[config.mk]
export PLATFORM = sky130hd
export DESIGN_NAME = tai_ram
export DESIGN_NICKNAME = d
export VERILOG_FILES = /design/src/hw/rtl/tai_ram.sv
export SDC_FILE = /design/constraint.sdc
export NUM_CORES = 2
export LEC_CHECK = 0
export BUFFER_PORTS_ARGS = -buffer_cell sky130_fd_sc_hd__buf_2
export CAP_MARGIN = 40
export CORE_MARGIN = 2
export CORE_UTILIZATION = 39
export DETAILED_ROUTE_END_ITERATION = 10
export MAX_ROUTING_LAYER = met4
export PLACE_DENSITY = 0.62
export SLEW_MARGIN = 0
export SYNTH_ARGS = -nofsm -noshare
export SYNTH_HDL_FRONTEND = slang
export SYNTH_SLANG_ARGS = --single-unit
[constraint.sdc]
create_clock -name clk -period 2.9 [get_ports clk]
set_input_delay 0.145 -clock clk [delete_from_list [all_inputs] [get_ports clk]]
set_output_delay 0.145 -clock clk [all_outputs]
set_load 0.02 [all_outputs]
[src/hw/rtl/tai_ram.sv]
// ----------------------------------------------------------------------------
// Generic simple dual-port RAM
// One write port and one read port, read data registered.
// ----------------------------------------------------------------------------
module tai_ram #(
	parameter int WIDTH = 8,
	parameter int DEPTH = 256
) (
	input  logic                     clk,
	input  logic                     wr_en,
	input  logic [$clog2(DEPTH)-1:0] wr_addr,
	input  logic [WIDTH-1:0]         wr_data,
	input  logic                     rd_en,
	input  logic [$clog2(DEPTH)-1:0] rd_addr,
	output logic [WIDTH-1:0]         rd_data
);

	logic [WIDTH-1:0] mem [DEPTH];

	always_ff @(posedge clk) begin
		if (wr_en) begin
			mem[wr_addr] <= wr_data;
		end
	end

	always_ff @(posedge clk) begin
		if (rd_en) begin
			rd_data <= mem[rd_addr];
		end
	end

endmodule

### Word level (Yosys, flattened, before mapping)

Memories as Yosys holds them, arrays and structs flattened. A register that Yosys moved wholly into a read port is not among the register bits.
Cells that the tools add are included.

* RAM bits: 2048
* word-level logic and storage cells: 3
* memories: 1
* register bits after elaboration: 0
* output and inout port bits: 8
* input port bits: 27

Memories
* mem: words 256, width 8, read ports 1, clocked after memory_dff 1, write ports 1, line 18 `logic [WIDTH-1:0] mem [DEPTH];`

* muxes and demuxes: 2

Operators by type and width (count)
* $mux 1: 2

### Logic depth before layout (Yosys ltp)

* depth after elaboration: 2
* depth in mapped cells: 11

### Worst setup path after synthesis

Ideal clock, no wire load.

* path type: input port to flip-flop
* from: input port rd_addr[0]
* to: register rd_data[2] (read register of mem), data pin
* stages on the path: 9
* data arrival time: 1.952 ns
* setup slack: 0.679 ns
* path through: buf_6 -> buf_12 -> buf_8 -> buf_2 -> mux4_2 -> a22oi_1 -> a21oi_1 -> nor4_1 -> nor4_2

RTL lines
* start: declaration: line 14 `input logic [$clog2(DEPTH)-1:0] rd_addr,`
* end: declaration: line 15 `output logic [WIDTH-1:0] rd_data`

==> results.txt <==
----------------------------------------------------
[Status]
  Run status ... finished, final reports clean

[Worst setup path]
  CP startpoint kind ... flip-flop
  Biggest fanout along the worst timing path ... 1
  WP data required ... 3470 ps
  Worst setup slack for register-to-register paths ... 90 ps
  Reg2Reg Depth ... 7
  Critical Path AT ... 3380 ps
  Endpoint type of the worst setup path ... flip-flop
  Critical Setup Path Class ... flip-flop to flip-flop
  FF-to-FF Start ... mem[83][6]
  Capture instance of the worst register-to-register path ... rd_data[6]

[STA]
  RSZ-0062 raised after global routing ... false
  Number of hold violations in the final report ... 0
  Final number of setup-violating endpoints ... 0
  Total negative slack ... 0 ps
  Rel. slew slack ... 0.249
  FMAX ... 356 MHz
  Final hold slack ... around 69 ps
  Transition time at the pin with the least slew margin ... 1130 ps
  Final critical-path required period ... 2810 ps
  Maximum clock skew at final layout ... 37.0 ps
  Post-route fraction of the period consumed by the critical path ... 0.970
  Slew Limit Fails ... 0

[Global routing]
  Maximum number of pins on one net before global-route repair ... around 130
  Vias in the first global route ... approximately 40000
  Wire length of the first global-routing pass ... about 290000 um
  Combined global-route utilization of all metal layers ... 0.198
  Global route total overflow ... 0
  Antenna violations before repair ... 16

[Place]
  Placed instance area ... 86400 um^2
  Placed cell count ... 6731
  Post-DP HPWL ... roughly 130000 um
  Input/output buffers ... 34
  Last weighted congestion value of the routability-driven placer ... 0.877

[Pwr]
  Static Leakage ... 29.5 nW
  Sw power ... 0.0132 W
  Cell internal power dissipation ... 0.0482 W
  Portion of total power attributed to the clock network ... 0.414
  Power share of the sequential group ... 0.534
  Switching share of total power ... 0.215
  Power density cells ... 661 nW/um^2
  VDD IR-drop max ... 0.000611 V
  Comb power frac ... 0.052

[Final layout]
  Highest-count cells in the layout ignoring fill and taps ... 2056 x sky130_fd_sc_hd__edfxtp_1, 473 x sky130_fd_sc_hd__buf_4, 454 x sky130_fd_sc_hd__mux4_2
  Final non-filler cell total ... around 7000
  Cell area after layout ... 93000 um^2
  Fraction of layout instances using a drive strength above 1 ... 0.294
  Most common cell after layout, fill and taps aside ... sky130_fd_sc_hd__edfxtp_1
  Utilization of the core after routing ... 0.459
  Nets ... 4301
  Area added between synthesis and finish ... 16.8%

[Drt]
  Post-detailed-route DRC marker count ... 0
  Total number of vias ... ~40000
  Number of nets still failing antenna checks after routing ... 0
  First-pass iteration count of the detailed router ... 5
  Number of vias per cell ... 5.65
  Average routed wire per standard cell ... 28.3 um
  Initial drt markers ... 4661
  Total wire length after detailed routing ... about 200000 um

[Clock network]
  H-tree levels ... 4
  TritonCTS sink count ... 2056
  Clk_lat worst skew ... 840 ps
  Clock-pin slew of the registers on the worst-case setup and hold paths ... 60 ps
  Library cell used as clock root buffer ... sky130_fd_sc_hd__clkbuf_16
  Buffer levels on the longest clock path ... 3
  CTS tree ... built
  TritonCTS buffer count ... 200
  Post CTS Setup Buffer Count ... 0

[Synth]
  Number of enable flip-flop cells after synthesis ... 2056
  Synthesized net count ... 3760
  Avg Inst Size Synth ... 21.3 um^2
  Cell area after synthesis ... 79600 um^2
  Predominant post-synthesis flop cell ... sky130_fd_sc_hd__edfxtp_1
  Distinct cell type count of the synthesized netlist ... 54
  Sequential cell area fraction in the yosys report ... 0.775
  Synthesis-stage register bit count ... ~2000
  Synthesized instance count ... 3733
  FFs w/ async S/R, synth ... 0
  Number of warnings printed during yosys synthesis ... 0

[Floorplanning]
  Die Width ... 456 um
  Std cell rows ... 165
  Starting Density ... 0.393
  Die Footprint ... ~210000 um^2
  Placeable core area ... 203000 um^2
  Chip Height ... between 400 and 500 um
  Number of top-level pins ... 35

[Min path]
  Hold path startpoint ... wr_addr[4]
  Worst hold endpoint ... mem[73][5]
  HP Class ... primary input to flip-flop
  Number of cells on the worst hold path ... 4

[Job]
  Maximum Capacitance Violations ... 0

----------------------------------------------------
-- worst max-delay path: stages (launching register included) --
cell                       delay [ps]
sky130_fd_sc_hd__edfxtp_1         360
sky130_fd_sc_hd__mux4_2           470
sky130_fd_sc_hd__a22o_1           300
sky130_fd_sc_hd__a221oi_2         380
sky130_fd_sc_hd__o32ai_2          170
sky130_fd_sc_hd__nor3_1           510
sky130_fd_sc_hd__buf_4            270
sky130_fd_sc_hd__nor4_2            50
-- area by class of cell --
cell class	instances	area (um^2)
inverters	2	7.51
clock inverters	133	1250
clock buffers	242	5160
multi-input cells	1442	16500
well taps	2672	3340
fillers	16700	110000
repair buffers	572	4950
flip-flops and latches	2056	61700
diodes	6	15.0
-- registers in the layout (all words and copies together) (netlist names) --
name	flops
rd_data	8
mem	2048
-- cell families (layout without fill, tap and decap cells) --
logic type      after synthesis  after routing  synth area share
simple gates                466            466            0.0263
other cells                   0              6                 0
flops                      2056           2056             0.775
buf+inv                     235            949            0.0183
compound gates              385            385            0.0342
mux                         591            591             0.146
-- power by group through the flow --
stage	combinational (W)	sequential [W]	clock (W)
after floorplan	0.00159	0.0334	0
after global placement	0.00318	0.0335	0
after detailed placement	0.00322	0.0335	0
after CTS	0.00325	0.0328	0.0258
after global routing	0.00339	0.0328	0.0270
final	0.00322	0.0328	0.0254
-- repair_timing --
action                                  in CTS  in global routing
hold endpoints to repair                   747                  0
endpoints found under the setup margin       3                  0
resized for setup                            3                  0
hold buffers                                13                  0
-- stage by stage --
| step | power [W] | setup slack (ps) |
|---|---|---|
| finish | 0.0615 | 88.4 |
| CTS | 0.0619 | 127 |
| floorplan | 0.0350 | 679 |
| global route | 0.0632 | 81.3 |
| detailed placement | 0.0367 | -577 |
| global placement | 0.0366 | -837 |
-- layer usage --
layer | wire, um | track usage | up-vias
li1 | - | - | 16800
met1 | 82900 | 0.269 | 21400
met2 | 98700 | 0.313 | 1721
met3 | 14400 | 0.0311 | 342
met4 | 5610 | 0.0526 | 0
met5 | 0 | - | -
-- worst max-delay path by stage --
stage | from | to | slack, ps | cells past startpoint
floorplan | rd_addr[0] | rd_data[2] | 680 | 9
global placement | rd_addr[0] | rd_data[4] | -840 | 8
detailed placement | rd_addr[0] | rd_data[2] | -580 | 10
CTS | mem[96][2] | rd_data[2] | 130 | 8
global route | mem[83][5] | rd_data[5] | 80 | 8
finish | mem[83][6] | rd_data[6] | 90 | 7
-- cells in the mapped netlist (16+ instances only) --
cell | instances | area (um^2)
sky130_fd_sc_hd__mux2i_1 | 134 | 1340
sky130_fd_sc_hd__o221ai_1 | 46 | 403
sky130_fd_sc_hd__buf_1 | 22 | 82.6
sky130_fd_sc_hd__buf_6 | 21 | 236
sky130_fd_sc_hd__nand3_1 | 34 | 170
sky130_fd_sc_hd__a21oi_1 | 96 | 480
sky130_fd_sc_hd__clkbuf_1 | 111 | 417
sky130_fd_sc_hd__buf_2 | 31 | 155
sky130_fd_sc_hd__nand2_1 | 33 | 124
sky130_fd_sc_hd__a22oi_1 | 133 | 998
sky130_fd_sc_hd__nor2b_1 | 31 | 194
sky130_fd_sc_hd__nor2_1 | 282 | 1060
sky130_fd_sc_hd__a211oi_1 | 16 | 120
sky130_fd_sc_hd__nor3_1 | 22 | 110
sky130_fd_sc_hd__mux4_2 | 454 | 10200
sky130_fd_sc_hd__edfxtp_1 | 2056 | 61700
sky130_fd_sc_hd__o22ai_1 | 28 | 175
sky130_fd_sc_hd__buf_4 | 27 | 203
sky130_fd_sc_hd__nor4_1 | 24 | 150
Power figures use the tool's default switching activity.
