<file path="src/hw/rtl/tai_pkg.sv">
// ----------------------------------------------------------------------------
// Tile animation index table: shared definitions
// Field widths, item codes, animation modes, controller states and the
// random-number step used by the table controller.
// ----------------------------------------------------------------------------
package tai_pkg;

	localparam int unsigned TILE_COUNT_DEF = 2048;

	localparam int FIELD_W = 11;
	localparam int OP_W    = 2;
	localparam int MODE_W  = 2;
	localparam int LFSR_W  = 16;

	localparam logic [LFSR_W-1:0] LFSR_SEED = 16'hACE1;
	localparam logic [LFSR_W-1:0] LFSR_TAPS = 16'hB400;

	// Item opcodes
	localparam logic [OP_W-1:0] OP_ANIMATE = 2'd0;
	localparam logic [OP_W-1:0] OP_READ    = 2'd1;
	localparam logic [OP_W-1:0] OP_WRITE   = 2'd2;

	// Animation modes
	localparam logic [MODE_W-1:0] MODE_FWD  = 2'd0;
	localparam logic [MODE_W-1:0] MODE_BWD  = 2'd1;
	localparam logic [MODE_W-1:0] MODE_RAND = 2'd2;
	localparam logic [MODE_W-1:0] MODE_PING = 2'd3;

	// Fields reduced modulo the table size
	localparam int WRAP_FIELDS = 4;
	localparam int F_FIRST     = 0;
	localparam int F_LAST      = 1;
	localparam int F_ENTRY     = 2;
	localparam int F_VALUE     = 3;

	typedef enum logic [3:0] {
		ST_CLEAR,
		ST_IDLE,
		ST_WRAP,
		ST_ANIM,
		ST_RAND_STEP,
		ST_RAND_DIV,
		ST_RAND_WR,
		ST_READ,
		ST_RDATA,
		ST_WRITE,
		ST_RESP
	} state_t;

	// One Galois step: shift right, fold in the taps when a one drops out
	function automatic logic [LFSR_W-1:0] lfsr_next(input logic [LFSR_W-1:0] s);
		logic [LFSR_W-1:0] n;
		n = s >> 1;
		if (s[0]) begin
			n = n ^ LFSR_TAPS;
		end
		return n;
	endfunction

endpackage

</file>
<file path="src/hw/rtl/tai_wrap.sv">
// ----------------------------------------------------------------------------
// Tile animation index table: field reduction
// Reduces the tile fields of an item modulo the table size in a two-stage
// pipeline: reciprocal multiply for the quotient, then multiply back and one
// correcting subtract.
// ----------------------------------------------------------------------------
module tai_wrap #(
	parameter int unsigned TILE_COUNT = tai_pkg::TILE_COUNT_DEF,
	parameter int          AW         = $clog2(TILE_COUNT)
) (
	input  logic                                                  clk,
	input  logic                                                  arst_n,
	input  logic                                                  in_valid,
	input  logic [tai_pkg::WRAP_FIELDS-1:0][tai_pkg::FIELD_W-1:0] in_fields,
	output logic                                                  out_valid,
	output logic [tai_pkg::WRAP_FIELDS-1:0][AW-1:0]               out_fields
);
	import tai_pkg::*;

	localparam int RECIP_SHIFT = 24;
	localparam int RW          = RECIP_SHIFT + 1;
	localparam int PW          = FIELD_W + RW;
	localparam int CW          = $clog2(TILE_COUNT + 1);
	localparam int MW          = FIELD_W + CW;

	// Rounded down, so the quotient is low by at most one for 11-bit values
	localparam logic [RW-1:0] RECIP = RW'((64'd1 << RECIP_SHIFT) / TILE_COUNT);
	localparam logic [MW-1:0] C_EXT = MW'(TILE_COUNT);

	logic                                  vld_s1, vld_s2;
	logic [WRAP_FIELDS-1:0][FIELD_W-1:0]   v_s1, v_s2;
	logic [WRAP_FIELDS-1:0][FIELD_W-1:0]   q_s1;
	logic [WRAP_FIELDS-1:0][MW-1:0]        p_s2;
	logic [WRAP_FIELDS-1:0][PW-1:0]        prod;
	logic [WRAP_FIELDS-1:0][MW-1:0]        rem;

	always_ff @(posedge clk or negedge arst_n) begin
		if (!arst_n) begin
			vld_s1 <= 1'b0;
			vld_s2 <= 1'b0;
		end else begin
			vld_s1 <= in_valid;
			vld_s2 <= vld_s1;
		end
	end

	always_comb begin
		for (int i = 0; i < WRAP_FIELDS; i++) begin
			prod[i] = PW'(in_fields[i]) * PW'(RECIP);
		end
	end

	always_ff @(posedge clk) begin
		for (int i = 0; i < WRAP_FIELDS; i++) begin
			v_s1[i] <= in_fields[i];
			q_s1[i] <= prod[i][RECIP_SHIFT +: FIELD_W];
			v_s2[i] <= v_s1[i];
			p_s2[i] <= MW'(q_s1[i]) * C_EXT;
		end
	end

	always_comb begin
		for (int i = 0; i < WRAP_FIELDS; i++) begin
			rem[i] = MW'(v_s2[i]) - p_s2[i];
			if (rem[i] >= C_EXT) begin
				out_fields[i] = AW'(rem[i] - C_EXT);
			end else begin
				out_fields[i] = AW'(rem[i]);
			end
		end
	end

	assign out_valid = vld_s2;

endmodule

</file>
<file path="config.mk">
export PLATFORM = sky130hd
export DESIGN_NAME = tai_wrap
export DESIGN_NICKNAME = d
export VERILOG_FILES = /design/src/hw/rtl/tai_pkg.sv /design/src/hw/rtl/tai_wrap.sv
export SDC_FILE = /design/constraint.sdc
export NUM_CORES = 1
export LEC_CHECK = 0
export ABC_AREA = 1
export CAP_MARGIN = 30
export CORE_ASPECT_RATIO = 2
export CORE_UTILIZATION = 45
export CTS_BUF_LIST = sky130_fd_sc_hd__clkbuf_2
export DETAILED_ROUTE_END_ITERATION = 7
export DONT_BUFFER_PORTS = 1
export PLACE_DENSITY = 0.68
export REMOVE_ABC_BUFFERS = 1
export SLEW_MARGIN = 25
export SYNTH_ARGS = -nofsm -noshare
export SYNTH_HDL_FRONTEND = slang
export SYNTH_SLANG_ARGS = --single-unit
</file>
<file path="constraint.sdc">
create_clock -name clk -period 0.8 [get_ports clk]
set_input_delay 0.12 -clock clk [delete_from_list [all_inputs] [get_ports clk]]
set_output_delay 0.12 -clock clk [all_outputs]
set_load 0.01 [all_outputs]
</file>
# Word level (Yosys, flattened, before mapping)
# Index checks and enable logic that the tools add are counted.
# word_totals
out_inout_bits,45
ff_bits,90
inputBits,47
# op_classes
add_sub_neg,4
mux,4
order_cmp,4
# ops
operator,count
11-bit by 12-bit greater-or-equal comparator with 1-bit output (second input constant),4
11-bit 2-to-1 mux,4
11-bit by 1-bit subtractor with 11-bit output (second input constant),4

# Longest topological paths before layout
# Gate-level depths: netlist of the first run.
# logic_depth
ltp_word,2
ltp_mapped,0
mapped_depth_nobuf,0

# Least setup slack after synthesis of the first run
# Ideal clock, no wire load.
# synth_path
path_type,register to output
start,register vld_s2 (netlist: out_valid)
end,output port out_valid
arrival_time_ns,0.376
n_path_buf,0
path_stages_with_launch,1
setup_slack_ns,0.304
path_cell_list,dfrtp_1
# synth_lines
element,line,text
from (decl),tai_wrap.sv:30,"logic vld_s1, vld_s2;"
from (signal assigned),tai_wrap.sv:43,vld_s2 <= vld_s1;
to (decl),tai_wrap.sv:15,"output logic out_valid,"
# No word-level cell between the ends.

# Final worst setup path of the first run
# layout_path
start,register vld_s2 (netlist: out_valid)
end,output port out_valid
# No word-level cell between the ends.

==> results of run 1 <==
-- flip-flops by register name, summed over array words and instances (netlist names) --
name / cells
v_s2: 44
out_valid: 1
v_s1: 44
vld_s1: 1
-- cell usage in the layout, fill, tap and decap left out --
cell type / instances
dfxtp_1: 44
clkinv_1: 1
clkinv_2: 1
clkbuf_2: 10
dfxtp_2: 44
dlygate4sd3_1: 47
dfrtp_1: 2
bufinv_16: 4
-- cells by family after synthesis --
group       count (synthesis)
flip-flops                 90
-- cells in the mapped netlist --
cell type,count
dfrtp_1,2
dfxtp_1,88
-- layout make-up --
cell class / count / area [sq um]
clock buffers: 10 / 50.0
fillers: 290 / 1260
well taps: 51 / 63.8
clock inverters: 6 / 129
flip-flops and latches: 90 / 1870
repair buffers: 47 / 470
-- per-stage QoR --
step | hold WS, ps | cell area, sq um | util (%)
CTS | 101 | 2580 | 67.1
finish | 155 | 2580 | 67.1
global route | 82.3 | 2580 | 67.1
global placement | -176 | 1880 | 48.8
detailed placement | -176 | 1880 | 48.8
floorplan | -176 | 1810 | -
-- where the power goes --
group	switching [mW]	internal [mW]	total (mW)
registers	0.136	4.76	4.89
logic	0.0327	0.152	0.184
clock network	1.31	1.66	2.97
-- layer usage --
layer / GRT usage [%] / vias up / wire length (um)
met5: 0 / - / 0
met4: 12.9 / 0 / 62
met3: 7.48 / 7 / 251
met2: 25.2 / 51 / 1690
met1: 12.0 / 374 / 847
li1: - / 391 / -
-- what timing repair did --
action / 4_1_cts / 5_1_grt
pin swaps: 0 / 0
setup endpoints to repair: 45 / 45
hold buffers: 47 / 0
gates resized for setup: 44 / 0
endpoints found under the hold margin: 47 / 0
-- worst paths after layout --
check / start / end / depth (start not counted)
max: out_valid$_DFF_PN0_ / out_valid / 0
min: in_fields[3] / v_s1[3]$_DFF_P_ / 1
max reg2reg: vld_s1$_DFF_PN0_ / out_valid$_DFF_PN0_ / 0
min reg2reg: v_s1[4]$_DFF_P_ / v_s2[4]$_DFF_P_ / 0
max in group asynchronous: arst_n / out_valid$_DFF_PN0_ / 2
min in group asynchronous: arst_n / vld_s1$_DFF_PN0_ / 2
==> impl_results.md, run 1 <==
* Setup TNS at -8640 ps
* Horiz. Die Dim at 46.9 um
* Clk_lat worst skew at 490 ps
* Post-CTS Setup Bufs at 0
* Warnings from Yosys at 0
* Endpoints failing hold at 0
* Area Overhead vs Synth at 42.4%
* Worst setup EP type: output port
* Area of the die at 4300 sq um
* Core Area at 3840 sq um
* Synthesized-area fraction occupied by adder cells at 0%
* Clock Tree Buf Depth at 2
* Post-Synth XOR/XNOR Area at 0%
* Post-synthesis cell count at 90
* CP required at 680 ps
* Pre-antenna DRT Iters at 3
* Syn avg cell area at 20.1 sq um
* Status: complete, but fails checks
* Pins Over Slew Limit at 0
* Initial DRC count at 4
* Nets at 195
* Area share of the leading cell type in the synthesized netlist at 97.2%
* Startpoint types: register
* Syn Std Cell Area at 1810 sq um
* Multi-In Gates at 0
* Clock root cell: clkbuf_2
* Synth area leader: dfxtp_1
* Arrival @ worst endpoint at 910 ps
* Vias in the first global route at 878
* Final Cycle Share at 129%
* Dpl ws at 302 ps
* Setup Viol. Count Final at 45
* PwrDens at 3120 nW/um^2
* Ratio of cells with drive above 1 in the final layout at 38.6%
* # diodes at 0
* HP Class: in2reg
* Global route overflow at 0
* Multi-input combinational cell area at 0 sq um
* Antenna violations before repair at 0
* Peak VDD IR at 0.00177 V
* Peak Freq at 0.968 GHz
* Gr usage total at 15.3%
* CTS tree: yes
* Worst-Margin Slew at 222 ps
* Failing checks: negative setup slack
* Routed via count at 823
* Tmin final at 1030 ps
* Final GP Congestion at 0.598
* # IOs at 92
* Fin cells at 204
* Cell Rows at 32
* Port Buffers at 0
* CP Class: reg2out
* Wire per inst at 14.0 um
* Chip height at 91.7 um
* Multiplexer share of the synthesized area at 0%
* Crit-path max FO at 1
* Clock net sink count at 90
* Worst Clk Skew at 12.5 ps
* Count of cell types in the netlist at 2
* Synthesized flop and latch total at 90
* Clock-pin slew on the worst setup and hold paths at 210 ps
* Maximum level of the CTS H-tree at 3
* Drt drc at 0
* DR vias/cell at 4.03
* Synth top area cells: dfxtp_1, dfrtp_1
* LEAKAGE at 1.07 nW
* Synth Area in Compound Gates at 0%
* R2R Setup Slk at 310 ps
* Pin count of the biggest net entering global routing at 15
* Placed cells at 141
* Max-slew headroom at 85.2%
* Starting Density at 47.1%
* Seq/Total Area, Yosys at 100%
* Wire length of the first global-routing pass at 4170 um
* Total design power at 8.05 mW
* RSZ-0062 raised after global routing: true
* Number of buffers created by CTS at 9
* Max Cap Viol at 0
* Post-route ant nets at 0
* Final WS setup at -233 ps
* Drt total wl at 2850 um
* Post-Synth Simple-Gate Area at 0%
(Power assumes the default switching activity.)
==> inputs of run 2 (changes only) <==
--- a/config.mk
+++ b/config.mk
@@ -6,13 +6,16 @@
 export NUM_CORES = 1
 export LEC_CHECK = 0
 export ABC_AREA = 1
+export ABC_CLOCK_PERIOD_IN_PS = 800
 export CAP_MARGIN = 30
+export CELL_PAD_IN_SITES_DETAIL_PLACEMENT = 1
+export CELL_PAD_IN_SITES_GLOBAL_PLACEMENT = 2
 export CORE_ASPECT_RATIO = 2
-export CORE_UTILIZATION = 45
+export CORE_UTILIZATION = 44
 export CTS_BUF_LIST = sky130_fd_sc_hd__clkbuf_2
 export DETAILED_ROUTE_END_ITERATION = 7
 export DONT_BUFFER_PORTS = 1
-export PLACE_DENSITY = 0.68
+export PLACE_DENSITY = 0.9
 export REMOVE_ABC_BUFFERS = 1
 export SLEW_MARGIN = 25
 export SYNTH_ARGS = -nofsm -noshare
==> run 2 against run 1 <==
Effect of this change: critical endpoint unchanged; die area rose by 2.2%; largest power group unchanged; final cell count fell by 0.49%; non-clock buffer count did not move; design area fell by 2.5%; register-to-register slack barely moved; largest cell class unchanged; via count rose by 2.9%; clock skew rose by 11 ps; critical path type unchanged; utilization fell by 2.4 points; sequential share of layout area rose by 1.9 points; the flow still finishes with violations (negative setup slack).
==> impl_results.md, run 2 (same netlist as run 1, synthesis figures left out) <==
* Clk_lat worst skew at 490 ps
* Fillcell total at 342
* Worst-Margin Slew at 227 ps
* CTS tree: yes
* DP Area at 1880 sq um
* Wire length on met2 at 1880 um
* Maximum level of the CTS H-tree at 3
* Post-DP HPWL at 1780 um
* Worst Clk Skew at 23.6 ps
* Clock Tree Buf Depth at 2
* Worst Hold Slack at 157 ps
* Met1 WL at 964 um
* Peak Freq at 0.969 GHz
* Cell Rows at 32
* Clock-pin slew on the worst setup and hold paths at 230 ps
* Vias in the first global route at 933
* Wire per inst at 15.6 um
* Final Cycle Share at 129%
* Dpl ws at 301 ps
* Reg2reg path depth at 0
* Nets at 195
* Setup TNS at -8580 ps
* Gr usage total at 16.5%
* Initial DRC count at 5
* Antenna violations before repair at 0
* Crit-path max FO at 1
* HP Class: in2reg
* PwrDens at 2850 nW/um^2
* Drt drc at 0
* CP required at 680 ps
* Final Instance Area at 2510 sq um
* Fin cells at 203
* Worst r2r src: vld_s1$_DFF_PN0_
* Pins Over Slew Limit at 0
* Regs by FF count: v_s1 x44, v_s2 x44
* CP Class: reg2out
* Startpoint types: register
* Top Metal Used: met4
* Placed cells at 141
* Worst Hold Launch: in_fields[30]
* Arrival @ worst endpoint at 910 ps
* Endpoints failing hold at 0
* Most frequent cells in the layout: dlygate4sd3_1, dfxtp_1, dfxtp_2, clkbuf_2, clkinvlp_4
* Port Buffers at 0
* Area of the die at 4390 sq um
* Global route overflow at 0
* Drt total wl at 3160 um
* Post-CTS Setup Bufs at 0
* # IOs at 92
* R2R Setup Slk at 310 ps
* Final WS setup at -232 ps
* Clock root cell: clkbuf_2
* Max Cap Viol at 0
* Area Overhead vs Synth at 38.8%
* RSZ-0062 raised after global routing: true
* Ratio of cells with drive above 1 in the final layout at 38.8%
* Most common cell after layout, fill and taps aside: dlygate4sd3_1
* Pre-antenna DRT Iters at 2
* Core Util, Final at 64.8%
* Final GP Congestion at 0.637
* Status: complete, but fails checks
* Number of buffers created by CTS at 9
* Worst Hold Path EP: v_s1[30]$_DFF_P_
* LEAKAGE at 1.02 nW
* Reg-to-Reg End: out_valid$_DFF_PN0_
* Starting Density at 46.6%
* Max-slew headroom at 84.9%
* Pin count of the biggest net entering global routing at 16
* Chip height at 92.7 um
* # diodes at 0
* Setup Viol. Count Final at 45
* Post-route ant nets at 0
* DR WL met3 at 229 um
* Failing checks: negative setup slack
* Multi-In Gates at 0
* Peak VDD IR at 0.00238 V
* Worst setup EP type: output port
* Wire length of the first global-routing pass at 4530 um
* Total design power at 7.17 mW
* Tmin final at 1030 ps
* Horiz. Die Dim at 47.4 um
* Clock net sink count at 90
* DR vias/cell at 4.17
* Routed via count at 847
* Hold Path Depth at 1
* Core Area at 3880 sq um
* Multi-input combinational cell area at 0 sq um
## run 2: changes by cell type in the layout (fill, tap and decap cells not counted)
cell | previous run | this run
clkinvlp_4 | 0 | 4
bufinv_16 | 4 | 1
clkinv_2 | 1 | 0
clkbuf_2 | 10 | 9
clkinv_4 | 0 | 1
clkinv_1 | 1 | 0
## run 2: worst max-delay path by stage
stage,start,end,slack [ps],cells after the start
final,out_valid$_DFF_PN0_,out_valid,-230,0
after global routing,out_valid$_DFF_PN0_,out_valid,-320,0
after CTS,out_valid$_DFF_PN0_,out_valid,-300,0
after detailed placement,out_valid$_DFF_PN0_,out_valid,300,0
after global placement,out_valid$_DFF_PN0_,out_valid,300,0
after floorplan,out_valid$_DFF_PN0_,out_valid,300,0
## run 2: where the power goes
group | switching (mW) | total [mW] | internal, mW
Clock | 1.38 | 2.09 | 0.704
Combinational | 0.0311 | 0.183 | 0.152
Sequential | 0.141 | 4.90 | 4.76
Total | 1.56 | 7.17 | 5.61
## run 2: final cells by class
cell class            instances  area, sq um  area share, %
clock buffer                  9         45.0           1.79
sequential                   90         1870           74.2
timing repair buffer         47          470           18.7
tap                          51         63.8           2.54
clock inverter                6         68.8           2.74
## run 2: layer usage
metal  vias to the layer above  track usage (%)
met3                         8             7.02
met1                       397             13.5
met5                         -                0
met2                        51             28.0
li1                        391                -
met4                         0             12.1
## run 2: timing repair
action                                  CTS  global route
hold buffers                             47             0
endpoints found under the hold margin    47             0
resized for setup                        44             0
endpoints found under the setup margin   45            45
cloned                                    0             0
